## src/rtl/core/otp_hmac_sha1_validator_assert.svh

```systemverilog
// Assertion macros shared by the validator RTL
`ifndef OTP_HMAC_SHA1_VALIDATOR_ASSERT_SVH
`define OTP_HMAC_SHA1_VALIDATOR_ASSERT_SVH
// same-cycle implication, sampled on clk, off during rst
`define OTPV_ASSERT_IMP(lbl, ante, cons, msg) \
  lbl: assert property (@(posedge clk) disable iff (rst) (ante) |-> (cons)) else $error(msg);
// next-cycle implication, sampled on clk, off during rst
`define OTPV_ASSERT_NXT(lbl, ante, cons, msg) \
  lbl: assert property (@(posedge clk) disable iff (rst) (ante) |=> (cons)) else $error(msg);
`endif

```

## src/rtl/core/otpv_pkg.sv

```systemverilog
// Types, constants and SHA-1 helper functions for the OTP validator
package otpv_pkg;

  typedef logic [31:0] word_t;
  typedef word_t [4:0] sha_state_t;
  typedef word_t [15:0] sha_win_t;

  typedef enum logic [1:0] {
    KS_IDLE,
    KS_LOAD,
    KS_RUN
  } ks_state_t;

  localparam logic [1:0] CFG_KEY_HIGH  = 2'd0;
  localparam logic [1:0] CFG_KEY_LOW   = 2'd1;
  localparam logic [1:0] CFG_TIME_STEP = 2'd2;

  localparam logic [7:0]  TS_RESET   = 8'd30;
  localparam logic [7:0]  IPAD       = 8'h36;
  localparam logic [7:0]  OPAD       = 8'h5C;
  localparam word_t       PAD_WORD   = 32'h8000_0000;
  localparam word_t       LEN_INNER  = 32'd576;
  localparam word_t       LEN_OUTER  = 32'd672;
  localparam logic [19:0] CODE_MOD   = 20'd1000000;
  localparam logic [12:0] CODE_RECIP = 13'd4294;
  localparam logic [6:0]  LAST_ROUND = 7'd79;

  function automatic sha_state_t sha_iv();
    sha_state_t s;
    s[0] = 32'h6745_2301;
    s[1] = 32'hEFCD_AB89;
    s[2] = 32'h98BA_DCFE;
    s[3] = 32'h1032_5476;
    s[4] = 32'hC3D2_E1F0;
    return s;
  endfunction

  function automatic sha_state_t sha_add(sha_state_t a, sha_state_t b);
    sha_state_t r;
    for (int i = 0; i < 5; i++) begin
      r[i] = a[i] + b[i];
    end
    return r;
  endfunction

  function automatic sha_state_t sha1_round(sha_state_t s, word_t w, logic [6:0] t);
    sha_state_t r;
    word_t f;
    word_t k;
    priority if (t < 7'd20) begin
      f = (s[1] & s[2]) | (~s[1] & s[3]);
      k = 32'h5A82_7999;
    end else if (t < 7'd40) begin
      f = s[1] ^ s[2] ^ s[3];
      k = 32'h6ED9_EBA1;
    end else if (t < 7'd60) begin
      f = (s[1] & s[2]) | (s[1] & s[3]) | (s[2] & s[3]);
      k = 32'h8F1B_BCDC;
    end else begin
      f = s[1] ^ s[2] ^ s[3];
      k = 32'hCA62_C1D6;
    end
    r[0] = {s[0][26:0], s[0][31:27]} + f + s[4] + k + w;
    r[1] = s[0];
    r[2] = {s[1][1:0], s[1][31:2]};
    r[3] = s[2];
    r[4] = s[3];
    return r;
  endfunction

  function automatic sha_win_t win_next(sha_win_t w);
    sha_win_t r;
    word_t x;
    x = w[13] ^ w[8] ^ w[2] ^ w[0];
    r[14:0] = w[15:1];
    r[15] = {x[30:0], x[31]};
    return r;
  endfunction

  function automatic sha_win_t key_block(logic [15:0] kh, logic [63:0] kl, logic [7:0] pad);
    sha_win_t r;
    for (int i = 0; i < 16; i++) begin
      r[i] = {4{pad}};
    end
    r[0] = {kh, kl[63:48]} ^ {4{pad}};
    r[1] = kl[47:16] ^ {4{pad}};
    r[2] = {kl[15:0], 16'h0000} ^ {4{pad}};
    return r;
  endfunction

  function automatic sha_win_t tail_inner(logic [63:0] cnt);
    sha_win_t r;
    r = '0;
    r[0] = cnt[63:32];
    r[1] = cnt[31:0];
    r[2] = PAD_WORD;
    r[15] = LEN_INNER;
    return r;
  endfunction

  function automatic sha_win_t tail_outer(sha_state_t d);
    sha_win_t r;
    r = '0;
    for (int i = 0; i < 5; i++) begin
      r[i] = d[i];
    end
    r[5] = PAD_WORD;
    r[15] = LEN_OUTER;
    return r;
  endfunction

endpackage

```

## src/rtl/core/otpv_trunc_mod.sv

```systemverilog
// Dynamic truncation, reduction modulo one million and code compare
module otpv_trunc_mod (
  input  logic                  clk,
  input  logic                  rst,
  input  logic                  in_valid,
  input  otpv_pkg::sha_state_t  digest,
  input  logic [19:0]           cand,
  output logic                  done,
  output logic                  valid_res,
  output logic [19:0]           computed_code
);
  import otpv_pkg::*;

  logic [159:0] flat;
  logic [31:0]  sel;
  logic         va, vb, vc;
  logic [30:0]  bin_a, bin_b, bin_c;
  logic [19:0]  cand_a, cand_b, cand_c;
  logic [43:0]  prod_b;
  logic [31:0]  m_c;
  logic [31:0]  r_d;
  logic [31:0]  code_d;

  assign flat = {digest[0], digest[1], digest[2], digest[3], digest[4]};

  always_comb begin
    sel = '0;
    for (int j = 0; j < 16; j++) begin
      if (flat[3:0] == 4'(j)) begin
        sel = flat[159 - 8*j -: 32];
      end
    end
    r_d = {1'b0, bin_c} - m_c;
    code_d = (r_d >= 32'(CODE_MOD)) ? r_d - 32'(CODE_MOD) : r_d;
  end

  always_ff @(posedge clk) begin
    if (rst) begin
      va <= 1'b0;
      vb <= 1'b0;
      vc <= 1'b0;
      done <= 1'b0;
    end else begin
      va <= in_valid;
      vb <= va;
      vc <= vb;
      done <= vc;
    end
    bin_a <= sel[30:0];
    cand_a <= cand;
    prod_b <= 44'(bin_a) * 44'(CODE_RECIP);
    bin_b <= bin_a;
    cand_b <= cand_a;
    m_c <= 32'(prod_b[43:32]) * 32'(CODE_MOD);
    bin_c <= bin_b;
    cand_c <= cand_b;
    computed_code <= code_d[19:0];
    valid_res <= (cand_c == code_d[19:0]);
  end

endmodule

```

## config.mk

```make
export PLATFORM = sky130hd
export DESIGN_NAME = otpv_trunc_mod
export DESIGN_NICKNAME = d
export VERILOG_FILES = /design/src/rtl/core/otp_hmac_sha1_validator_assert.svh /design/src/rtl/core/otpv_pkg.sv /design/src/rtl/core/otpv_trunc_mod.sv
export SDC_FILE = /design/constraint.sdc
export NUM_CORES = 1
export LEC_CHECK = 0
export ABC_AREA = 0
export CAP_MARGIN = 40
export CORE_MARGIN = 5
export CORE_UTILIZATION = 25
export DETAILED_ROUTE_END_ITERATION = 10
export DONT_BUFFER_PORTS = 1
export HOLD_SLACK_MARGIN = 0.15
export PLACE_DENSITY = 0.48
export SETUP_SLACK_MARGIN = 0.05
export SLEW_MARGIN = 0
export SYNTH_ARGS = -nofsm -noshare
export SYNTH_HDL_FRONTEND = slang
export SYNTH_SLANG_ARGS = --single-unit
```

## constraint.sdc

```tcl
create_clock -name clk -period 4.95 [get_ports clk]
set_input_delay 0.99 -clock clk [delete_from_list [all_inputs] [get_ports clk]]
set_output_delay 0.99 -clock clk [all_outputs]
set_load 0.02 [all_outputs]
```

==> summary.md <==
| Metric | Value |
|---|---|
| Top cell type's share of synthesized area | `approximately a quarter` |
| Max cap viols | `0` |
| Wire length per cell | `16.8 um` |
| Synth area leader | `dfxtp_1` |
| Hpwl dp | `40.0 mm` |
| Clock Path Buffers | `3` |
| Overall die height | `270 um` |
| Io pins | `around 210` |
| Core ar. | `about 67000 um2` |
| CP Launch Point | `bin_a[14]$_DFF_P_` |
| Most frequent CP cell | `fa_1` |
| # port buffers | `0` |
| Pin count of the biggest net entering global routing | `49` |
| Fin crit period | `4730 ps` |
| DR iter-0 viols | `about 1000` |
| Initial Utilization | `between 20% and 30%` |
| Width of the die | `270 um` |
| Post-Synthesis Cells | `1898` |
| CP Max Fanout | `3` |
| Root buf cell | `clkbuf_16` |
| DR vias/cell | `a little under 5` |
| CP Cell Sequence | `buf_6, ha_4, inv_2, fa_1, fa_1, inv_2, fa_1, ha_4, nand4_1, or4_4, a31oi_4, a2111oi_4, a311oi_4, a31oi_4, a21oi_4, a211oi_2, o21bai_1, and2_1` |
| Number of distinct library cells after synthesis | `between 70 and 80` |
| Detailed-route DRC error count | `0` |
| Status | `finished clean` |
| Inserted Clock Buffers | `24` |
| Worst hold start | `bin_b[9]$_DFF_P_` |
| Non-filler cells, final | `~2800` |
| Worst slew pin tran | `slightly below 900 ps` |
| Hold WC Path Type | `reg2reg` |
| Met3 Resource Use GR | `under 10%` |
| Routed Antenna Nets | `0` |
| Clk slew on worst S/H paths | `approximately 60 ps` |
| Synth area leaders | `dfxtp_1, ha_1, fa_1` |
| Worst hold path depth | `0` |
| Antenna cell count | `0` |
| Worst Setup Path Type | `reg2reg` |
| RSZ-0062 raised after global routing | `yes` |
| Antenna violations before repair | `0` |
| Final Hold Viols | `0` |
| Max-slew headroom | `approximately two fifths` |
| First-pass DRT Iterations | `9` |
| Final period utilization | `95.5%` |
| Max Slew Vio Count | `0` |
| Via count | `13700` |
| Yosys reg bits | `around 220` |
| Fmax | `approximately 210 MHz` |
| TritonCTS Sinks | `approximately 220` |
| Grt ovf | `0` |
| Startpoint types | `flop` |
| Syn avg cell area | `roughly 9 um2` |
| Share of layout cells above drive strength 1 | `under 10%` |
| Clock skew | `around 27 ps` |
| Critical path endpoint category | `flop` |
| Syn nets | `about 2400` |
| Final setup violation count | `0` |
| RD Place Congestion | `0.910` |
| Count leader, synth | `inv_1` |
| Post-synth EDFFs | `0` |
| CP max stage cell | `fa_1` |
| Placed Cells | `2778` |
| Final Util | `between 20 and 30%` |
| Asr flop ratio synth | `0%` |
| Site Rows | `95` |
| R2R depth | `18` |
| Final net count | `approximately 2500` |
| GR peak layer | `met2` |
| Seq/Total Area, Yosys | `between 20% and 30%` |
| CP max stage delay | `between 500 and 600 ps` |
| Synthesis-to-finish area growth | `14.6%` |
| Required @ worst endpoint | `approximately 5400 ps` |
| Vias in the first global route | `~14000` |
| Global-route wire length before repair | `between 70 and 80 mm` |
| DIE AREA | `approximately 73000 um2` |
| Worst R2R Start | `bin_a[14]$_DFF_P_` |
| GRT Overall Usage | `about an eighth` |
| H-tree levels | `1` |
| Global Route met1 Usage | `between 15 and 20%` |
| Met2 usage in global routing | `a little over a fifth` |
| Hold_ws | `approximately 310 ps` |
| Routed Wire Length | `between 40 and 50 mm` |
| Commonest cells in the netlist | `inv_1, ha_1, dfxtp_1, nand2_1, nand3_1` |
| Ys flop type | `dfxtp_1` |
| Synth warn | `0` |
| CP arrival | `about 5200 ps` |
| CTS tree | `done` |
| Synth Cell Area | `roughly 17000 um2` |
| Worst skew pair latency | `550 ps` |
[cell usage in the layout, fill, tap and decap left out, types with 6 or more instances in the layout]
master / netlist / layout
nor3_1: 18 / 12
inv_1: 259 / 255
ha_1: 253 / 249
o21ai_0: 137 / 136
a22oi_1: 55 / 55
nand3_1: 147 / 147
nor2_1: 61 / 57
nand4_1: 23 / 23
buf_4: 2 / 71
nor2b_1: 20 / 20
nand2_1: 150 / 150
and3_1: 9 / 9
o21a_1: 8 / 8
nor3_2: 0 / 6
xor2_1: 37 / 37
a31oi_1: 17 / 15
a211oi_1: 15 / 13
a21oi_1: 69 / 67
o21bai_1: 6 / 6
a222oi_1: 49 / 49
nand2b_1: 10 / 10
fa_1: 112 / 111
a21o_1: 18 / 18
clkbuf_16: 0 / 24
dfxtp_1: 216 / 211
mux2i_1: 7 / 7
xnor2_1: 36 / 36
or3_1: 7 / 7
[registers in the layout, indices dropped and copies added, names as in the netlist]
| signal | flops |
|---|---|
| va | 1 |
| vc | 1 |
| bin_b | 31 |
| vb | 1 |
| cand_a | 20 |
| cand_c | 20 |
| bin_a | 31 |
| m_c | 26 |
| bin_c | 31 |
| cand_b | 20 |
| done | 1 |
| computed_code | 20 |
| prod_b | 12 |
| valid_res | 1 |
[timing repair]
action,CTS,global route
pin swaps,5,17
setup endpoints to repair,7,9
hold buffers,0,0
buffers inserted,0,0
gates resized for setup,14,20
[layout make-up]
cell class              count  area [um2]
clock buffers              29         639
clock inverters            15         206
fillers                  7172       47800
inverters                 259         972
multi-input cells        1353       11600
flip-flops and latches    216        4330
well taps                 873        1090
repair buffers             76         613
[worst max-delay path, delay by kind of cell, from the launching register on]
kind / cells / cell delay [ps]
adder cells (fa/ha/maj): 5 / 2060
AO/OA/AOI/OAI: 7 / 1290
AND/OR/NAND/NOR: 3 / 800
flip-flops: 1 / 330
buffers and inverters: 3 / 190
[cells by family (layout without fill, tap and decap cells)]
group	Yosys count	count (layout)	share of synthesized area, %
AND/OR/NAND/NOR	467	467	13.0
buffers and inverters	329	379	7.41
multiplexers	10	10	0.612
AO/OA/AOI/OAI	437	437	17.7
XOR/XNOR	74	74	3.87
flip-flops	216	216	25.5
adder cells (fa/ha/maj)	365	365	31.9
[worst paths after layout]
| check | to | slack (ps) |
|---|---|---|
| setup / recovery | prod_b[43]$_DFF_P_ | 220 |
| hold reg to reg | bin_c[9]$_DFF_P_ | 310 |
| hold / removal | bin_c[9]$_DFF_P_ | 310 |
| setup reg to reg | prod_b[43]$_DFF_P_ | 220 |
[stage by stage]
step / instance area (um2) / worst slack [ps] / setup TNS, ps
after floorplan: 17000 / 381 / 0
after global placement: 18400 / -181 / -543
after detailed placement: 18400 / -275 / -984
after CTS: 19300 / 81.5 / 0
after global routing: 19400 / 29.5 / 0
final: 19400 / 220 / 0
[layer usage]
layer	vias up	routed length (um)
li1	6743	-
met1	6402	20300
met2	434	21600
met3	76	4240
met4	0	1410
met5	-	0
Power is left out: the tool's default activity adds up to more than one toggle a clock period on the data nets, which glitch-free logic cannot reach.
