==> src/rtl/core/otp_hmac_sha1_validator_assert.svh <==
// Assertion macros shared by the validator RTL
`ifndef OTP_HMAC_SHA1_VALIDATOR_ASSERT_SVH
`define OTP_HMAC_SHA1_VALIDATOR_ASSERT_SVH
// same-cycle implication, sampled on clk, off during rst
`define OTPV_ASSERT_IMP(lbl, ante, cons, msg) \
  lbl: assert property (@(posedge clk) disable iff (rst) (ante) |-> (cons)) else $error(msg);
// next-cycle implication, sampled on clk, off during rst
`define OTPV_ASSERT_NXT(lbl, ante, cons, msg) \
  lbl: assert property (@(posedge clk) disable iff (rst) (ante) |=> (cons)) else $error(msg);
`endif

==> src/rtl/core/otpv_pkg.sv <==
// Types, constants and SHA-1 helper functions for the OTP validator
package otpv_pkg;

  typedef logic [31:0] word_t;
  typedef word_t [4:0] sha_state_t;
  typedef word_t [15:0] sha_win_t;

  typedef enum logic [1:0] {
    KS_IDLE,
    KS_LOAD,
    KS_RUN
  } ks_state_t;

  localparam logic [1:0] CFG_KEY_HIGH  = 2'd0;
  localparam logic [1:0] CFG_KEY_LOW   = 2'd1;
  localparam logic [1:0] CFG_TIME_STEP = 2'd2;

  localparam logic [7:0]  TS_RESET   = 8'd30;
  localparam logic [7:0]  IPAD       = 8'h36;
  localparam logic [7:0]  OPAD       = 8'h5C;
  localparam word_t       PAD_WORD   = 32'h8000_0000;
  localparam word_t       LEN_INNER  = 32'd576;
  localparam word_t       LEN_OUTER  = 32'd672;
  localparam logic [19:0] CODE_MOD   = 20'd1000000;
  localparam logic [12:0] CODE_RECIP = 13'd4294;
  localparam logic [6:0]  LAST_ROUND = 7'd79;

  function automatic sha_state_t sha_iv();
    sha_state_t s;
    s[0] = 32'h6745_2301;
    s[1] = 32'hEFCD_AB89;
    s[2] = 32'h98BA_DCFE;
    s[3] = 32'h1032_5476;
    s[4] = 32'hC3D2_E1F0;
    return s;
  endfunction

  function automatic sha_state_t sha_add(sha_state_t a, sha_state_t b);
    sha_state_t r;
    for (int i = 0; i < 5; i++) begin
      r[i] = a[i] + b[i];
    end
    return r;
  endfunction

  function automatic sha_state_t sha1_round(sha_state_t s, word_t w, logic [6:0] t);
    sha_state_t r;
    word_t f;
    word_t k;
    priority if (t < 7'd20) begin
      f = (s[1] & s[2]) | (~s[1] & s[3]);
      k = 32'h5A82_7999;
    end else if (t < 7'd40) begin
      f = s[1] ^ s[2] ^ s[3];
      k = 32'h6ED9_EBA1;
    end else if (t < 7'd60) begin
      f = (s[1] & s[2]) | (s[1] & s[3]) | (s[2] & s[3]);
      k = 32'h8F1B_BCDC;
    end else begin
      f = s[1] ^ s[2] ^ s[3];
      k = 32'hCA62_C1D6;
    end
    r[0] = {s[0][26:0], s[0][31:27]} + f + s[4] + k + w;
    r[1] = s[0];
    r[2] = {s[1][1:0], s[1][31:2]};
    r[3] = s[2];
    r[4] = s[3];
    return r;
  endfunction

  function automatic sha_win_t win_next(sha_win_t w);
    sha_win_t r;
    word_t x;
    x = w[13] ^ w[8] ^ w[2] ^ w[0];
    r[14:0] = w[15:1];
    r[15] = {x[30:0], x[31]};
    return r;
  endfunction

  function automatic sha_win_t key_block(logic [15:0] kh, logic [63:0] kl, logic [7:0] pad);
    sha_win_t r;
    for (int i = 0; i < 16; i++) begin
      r[i] = {4{pad}};
    end
    r[0] = {kh, kl[63:48]} ^ {4{pad}};
    r[1] = kl[47:16] ^ {4{pad}};
    r[2] = {kl[15:0], 16'h0000} ^ {4{pad}};
    return r;
  endfunction

  function automatic sha_win_t tail_inner(logic [63:0] cnt);
    sha_win_t r;
    r = '0;
    r[0] = cnt[63:32];
    r[1] = cnt[31:0];
    r[2] = PAD_WORD;
    r[15] = LEN_INNER;
    return r;
  endfunction

  function automatic sha_win_t tail_outer(sha_state_t d);
    sha_win_t r;
    r = '0;
    for (int i = 0; i < 5; i++) begin
      r[i] = d[i];
    end
    r[5] = PAD_WORD;
    r[15] = LEN_OUTER;
    return r;
  endfunction

endpackage

==> src/rtl/core/otpv_keysched.sv <==
// Iterative hasher of the padded key blocks, inner and outer chain values
module otpv_keysched (
  input  logic                  clk,
  input  logic                  rst,
  input  logic                  load_req,
  input  logic [15:0]           key_high,
  input  logic [63:0]           key_low,
  output logic                  busy,
  output otpv_pkg::sha_state_t  ihash,
  output otpv_pkg::sha_state_t  ohash
);
  import otpv_pkg::*;

  ks_state_t  state;
  ks_state_t  state_next;
  logic [6:0] cnt;
  sha_state_t ist;
  sha_state_t ost;
  sha_win_t   iwin;
  sha_win_t   owin;
  sha_state_t ist_next;
  sha_state_t ost_next;

  always_ff @(posedge clk) begin
    if (rst) begin
      state <= KS_LOAD;
    end else begin
      state <= state_next;
    end
  end

  always_comb begin
    state_next = state;
    ist_next = sha1_round(ist, iwin[0], cnt);
    ost_next = sha1_round(ost, owin[0], cnt);
    busy = (state != KS_IDLE);
    if (load_req) begin
      state_next = KS_LOAD;
    end else begin
      unique case (state)
        KS_LOAD: state_next = KS_RUN;
        KS_RUN:  state_next = (cnt == LAST_ROUND) ? KS_IDLE : KS_RUN;
        default: state_next = KS_IDLE;
      endcase
    end
  end

  always_ff @(posedge clk) begin
    if (state == KS_LOAD) begin
      cnt <= '0;
      ist <= sha_iv();
      ost <= sha_iv();
      iwin <= key_block(key_high, key_low, IPAD);
      owin <= key_block(key_high, key_low, OPAD);
    end else if (state == KS_RUN) begin
      cnt <= cnt + 7'd1;
      ist <= ist_next;
      ost <= ost_next;
      iwin <= win_next(iwin);
      owin <= win_next(owin);
      if (cnt == LAST_ROUND) begin
        ihash <= sha_add(sha_iv(), ist_next);
        ohash <= sha_add(sha_iv(), ost_next);
      end
    end
  end

endmodule

==> config.mk <==
export PLATFORM = sky130hd
export DESIGN_NAME = otpv_keysched
export DESIGN_NICKNAME = d
export VERILOG_FILES = /design/src/rtl/core/otp_hmac_sha1_validator_assert.svh /design/src/rtl/core/otpv_pkg.sv /design/src/rtl/core/otpv_keysched.sv
export SDC_FILE = /design/constraint.sdc
export NUM_CORES = 2
export LEC_CHECK = 0
export BUFFER_PORTS_ARGS = -buffer_cell sky130_fd_sc_hd__buf_2
export CAP_MARGIN = 25
export CORE_MARGIN = 1.5
export CORE_UTILIZATION = 28
export CTS_CLUSTER_SIZE = 14
export DETAILED_ROUTE_END_ITERATION = 7
export MAX_ROUTING_LAYER = met4
export SLEW_MARGIN = 5
export SYNTH_ARGS = -nofsm -noshare
export SYNTH_HDL_FRONTEND = slang
export SYNTH_SLANG_ARGS = --single-unit
==> constraint.sdc <==
create_clock -name clk -period 26.7 [get_ports clk]
set_input_delay 2.67 -clock clk [delete_from_list [all_inputs] [get_ports clk]]
set_output_delay 2.67 -clock clk [all_outputs]
set_load 0.01 [all_outputs]
==> summary.md <==
| Metric | Value |
|---|---|
| Outcome | `complete, but fails checks` |
| Failing checks | `DRC` |
| Adder-cell share of the synthesized area | `under 10%` |
| M1 GR Usage | `a little over a fifth` |
| Final count of pins violating max slew | `0` |
| Clk_lat worst skew | `0.83 ns` |
| Clock sink total | `1673` |
| GR peak layer | `met2` |
| Final hold violations | `0` |
| Clock Path Buffers | `3` |
| LEAKAGE | `~30 nW` |
| Top_reg_cell synth | `dfxtp_1` |
| Worst rel slew slack | `25.0%` |
| Max IR drop VDD | `~67 uV` |
| Critical Path End Type | `flip-flop` |
| Layout area overhead | `15.2%` |
| Combinational family with the most area after synthesis | `multiplexers` |
| Initial antenna violation count | `56` |
| Area after DPL | `around 80000 um2` |
| YS warnings | `0` |
| Row count | `190` |
| # hold bufs at CTS | `0` |
| H-tree level count | `4` |
| Routed WL | `approximately 220 mm` |
| Mapped cell area | `75700 um2` |
| WS Path Type | `flip-flop to flip-flop` |
| Number of fill cells in the layout | `~27000` |
| Final worst path period need | `7.22 ns` |
| Number of synthesized flops with an enable pin | `496` |
| Critical path arrival | `7.78 ns` |
| Vias per inst | `around 4.6` |
| GR Overflow Total | `0` |
| Fin Hold WS | `0.460 ns` |
| DP Wirelength | `~160 mm` |
| Post-route DRC violation count | `1` |
| Startpoint types | `flip-flop` |
| Tot GR Track Use | `16.3%` |
| Final instance area | `between 80000 and 90000 um2` |
| Die width | `~520 um` |
| Crit path max fanout | `20` |
| Resized Gates After CTS | `0` |
| Post-CTS repair timing setup buffer count | `0` |
| Top cell type by total area after synthesis | `dfxtp_1` |
| Post-DRT Antenna Nets | `0` |
| Data required, critical path | `about 27 ns` |
| Largest net degree at the start of global routing | `a little over 200` |
| Area fraction of the dominant cell type after synthesis | `a little under a third` |
| Die Ht | `523 um` |
| Post-synthesis mux area share | `~15%` |
| Simple-gate portion of the synthesized area | `10.3%` |
| Highest clock rate | `139 MHz` |
| Setup TNS | `0 ns` |
| GR Layer Usage met3 | `between 2 and 2.5%` |
| First-pass GRT wire length | `325 mm` |
| Synth Area in XOR/XNOR | `under 10%` |
| Clk slew on worst S/H paths | `0.06 ns` |
| Gpl congestion | `slightly above 0.9` |
| CTS root buf | `clkbuf_16` |
| CTS tree | `done` |
| Post-Syn Instances | `around 7000` |
| Compound-Gate Fraction of Synth Area | `just under 7%` |
| Layout cell share with drive strength beyond 1 | `11.1%` |
| Tightest Pin Transition | `between 1 and 1.5 ns` |
| Drt first-iter violations | `approximately 3600` |
| Routed via count | `slightly above 50000` |
| Pwr/cell area | `77.9 nW/um2` |
| Met2 Track Usage GR | `25.9%` |
| Tightest Hold Check Type | `flip-flop to flip-flop` |
| DRT Pass-1 Iters | `8` |
| Sequential area share after synthesis | `between 50% and 60%` |
| Total CTS buffers | `172` |
| Synth area leaders | `dfxtp_1, edfxtp_1, mux2i_1, fa_1, xnor2_1` |
| Final setup viols | `0` |
| Syn avg cell area | `10.8 um2` |
| Vias in the first global route | `around 50000` |
| Period utilization | `27.0%` |
| Post-synth ARST share | `0%` |
| Initial core utilization | `28.2%` |
| Io pins | `404` |
| Syn Nets | `around 7400` |
| Core area | `between 200000 and 300000 um2` |
| Fin nets | `7627` |
| IO Port Bufs | `roughly 400` |
| Die area | `between 200000 and 300000 um2` |
| Max cap viols | `0` |
| Final Skew | `0.0558 ns` |
| RSZ-0062 raised after global routing | `false` |
| DR WL/cell | `between 20 and 25 um` |
| Post-synth cell types | `97` |
| Yosys reg bits | `approximately 1700` |
==> sequential cells by signal (all words and copies together) (netlist names) <==
signal / count
ohash: 160
owin: 512
ihash: 160
iwin: 512
ost: 160
cnt: 7
ist: 160
state: 2
==> cell type report <==
type	count	area (um2)	area share, %
clock buffer	245	5040	5.78
sequential	1673	38500	44.1
antenna	10	25.0	0.0287
multi-input combinational	4610	34600	39.7
timing repair buffer	462	2620	3.00
tap	3552	4440	5.10
clock inverter	78	820	0.940
inverter	299	1130	1.30
==> report_power, final <==
part           internal [mW]  switching [mW]
Sequential              2.73          0.0729
Clock                   1.41            1.06
Combinational          0.535           0.988
Total                   4.67            2.12
==> worst paths after layout <==
kind,start,endpoint,slack [ns],cells after the start
max,cnt[3],ihash[31],19.48,23
min,iwin[308],iwin[276],0.46,2
max reg2reg,cnt[3],ihash[31],19.48,23
min reg2reg,iwin[308],iwin[276],0.46,2
==> cell usage in the layout (no fill, tap or decap), types with 14 or more instances in the layout <==
cell type,count
nand2_1,912
clkinv_2,30
a21oi_1,108
inv_1,295
o31ai_1,15
xor2_1,120
mux2i_1,1100
o211ai_1,52
o21ai_1,22
buf_4,47
a211oi_1,48
nand2b_1,21
a222oi_1,15
nand4_1,14
ha_1,83
and3_1,26
o21a_1,18
fa_1,240
clkbuf_8,29
dfxtp_1,1177
o221ai_1,25
clkbuf_16,180
edfxtp_1,496
nand3_1,54
clkbuf_1,36
buf_2,403
a22o_1,64
o221a_2,17
nor2_1,764
o21ai_0,168
a21o_1,64
a31oi_1,17
xnor2_1,404
nor3_1,43
==> worst max-delay path, cell delays in order (launching register included) <==
cell and delay, ns:
dfxtp_1 0.47, o21a_1 0.21, nor2_1 0.05, buf_4 0.22
nand2_1 0.34, inv_1 0.08, buf_4 0.22, nor2_4 0.29
inv_1 0.43, a222oi_1 0.57, fa_1 0.51, fa_1 0.51
inv_1 0.05, ha_1 0.41, a211oi_1 0.37, nor2_1 0.12
a2111oi_0 0.38, a21oi_1 0.18, xor2_1 0.55, nand4b_1 0.25
o21ai_1 0.13, a21oi_1 0.31, o21ai_1 0.13, xnor2_1 0.14
==> routing by layer <==
layer  routed length, um  up-vias
li1                    -    24259
met1              103000    24863
met2              102000     1249
met3               10500      307
met4                4980        0
met5                   0        -
==> kinds of logic after synthesis <==
logic type | Yosys count
and+or+nand+nor | 1922
DFF | 1673
muxes | 1111
AOI/OAI and AO/OA | 725
buffers and inverters | 701
xor gates and xnor gates | 526
adders and majority gates | 326
==> cell usage after synthesis, types with 18 or more instances <==
cell type and instances:
a211oi_1 48, edfxtp_1 496, nand3_1 54, xnor2_1 404, fa_1 240, inv_1 297
dfxtp_1 1177, o21ai_0 168, a21oi_1 108, xor2_1 120, ha_1 86, o221ai_1 25
a22o_1 64, a21o_1 64, nand2b_1 21, buf_1 88, o21a_1 18, mux2i_1 1100
and3_1 26, nand2_1 912, o211ai_1 52, nor2_1 767, clkbuf_1 301, nor3_1 44
o21ai_1 22
==> metrics by stage <==
stage | utilization (%) | instances | setup WS, ns | total power [mW]
floorplan | - | 6984 | 2.49 | 3.88
global placement | 30.3 | 10592 | 19.52 | 4.37
detailed placement | 30.3 | 10593 | 19.52 | 4.37
CTS | 32.4 | 10916 | 19.48 | 6.86
global route | 32.5 | 10927 | 18.95 | 7.09
finish | 32.5 | 10929 | 19.48 | 6.79
No activity file was read; power rests on OpenSTA's default activity.
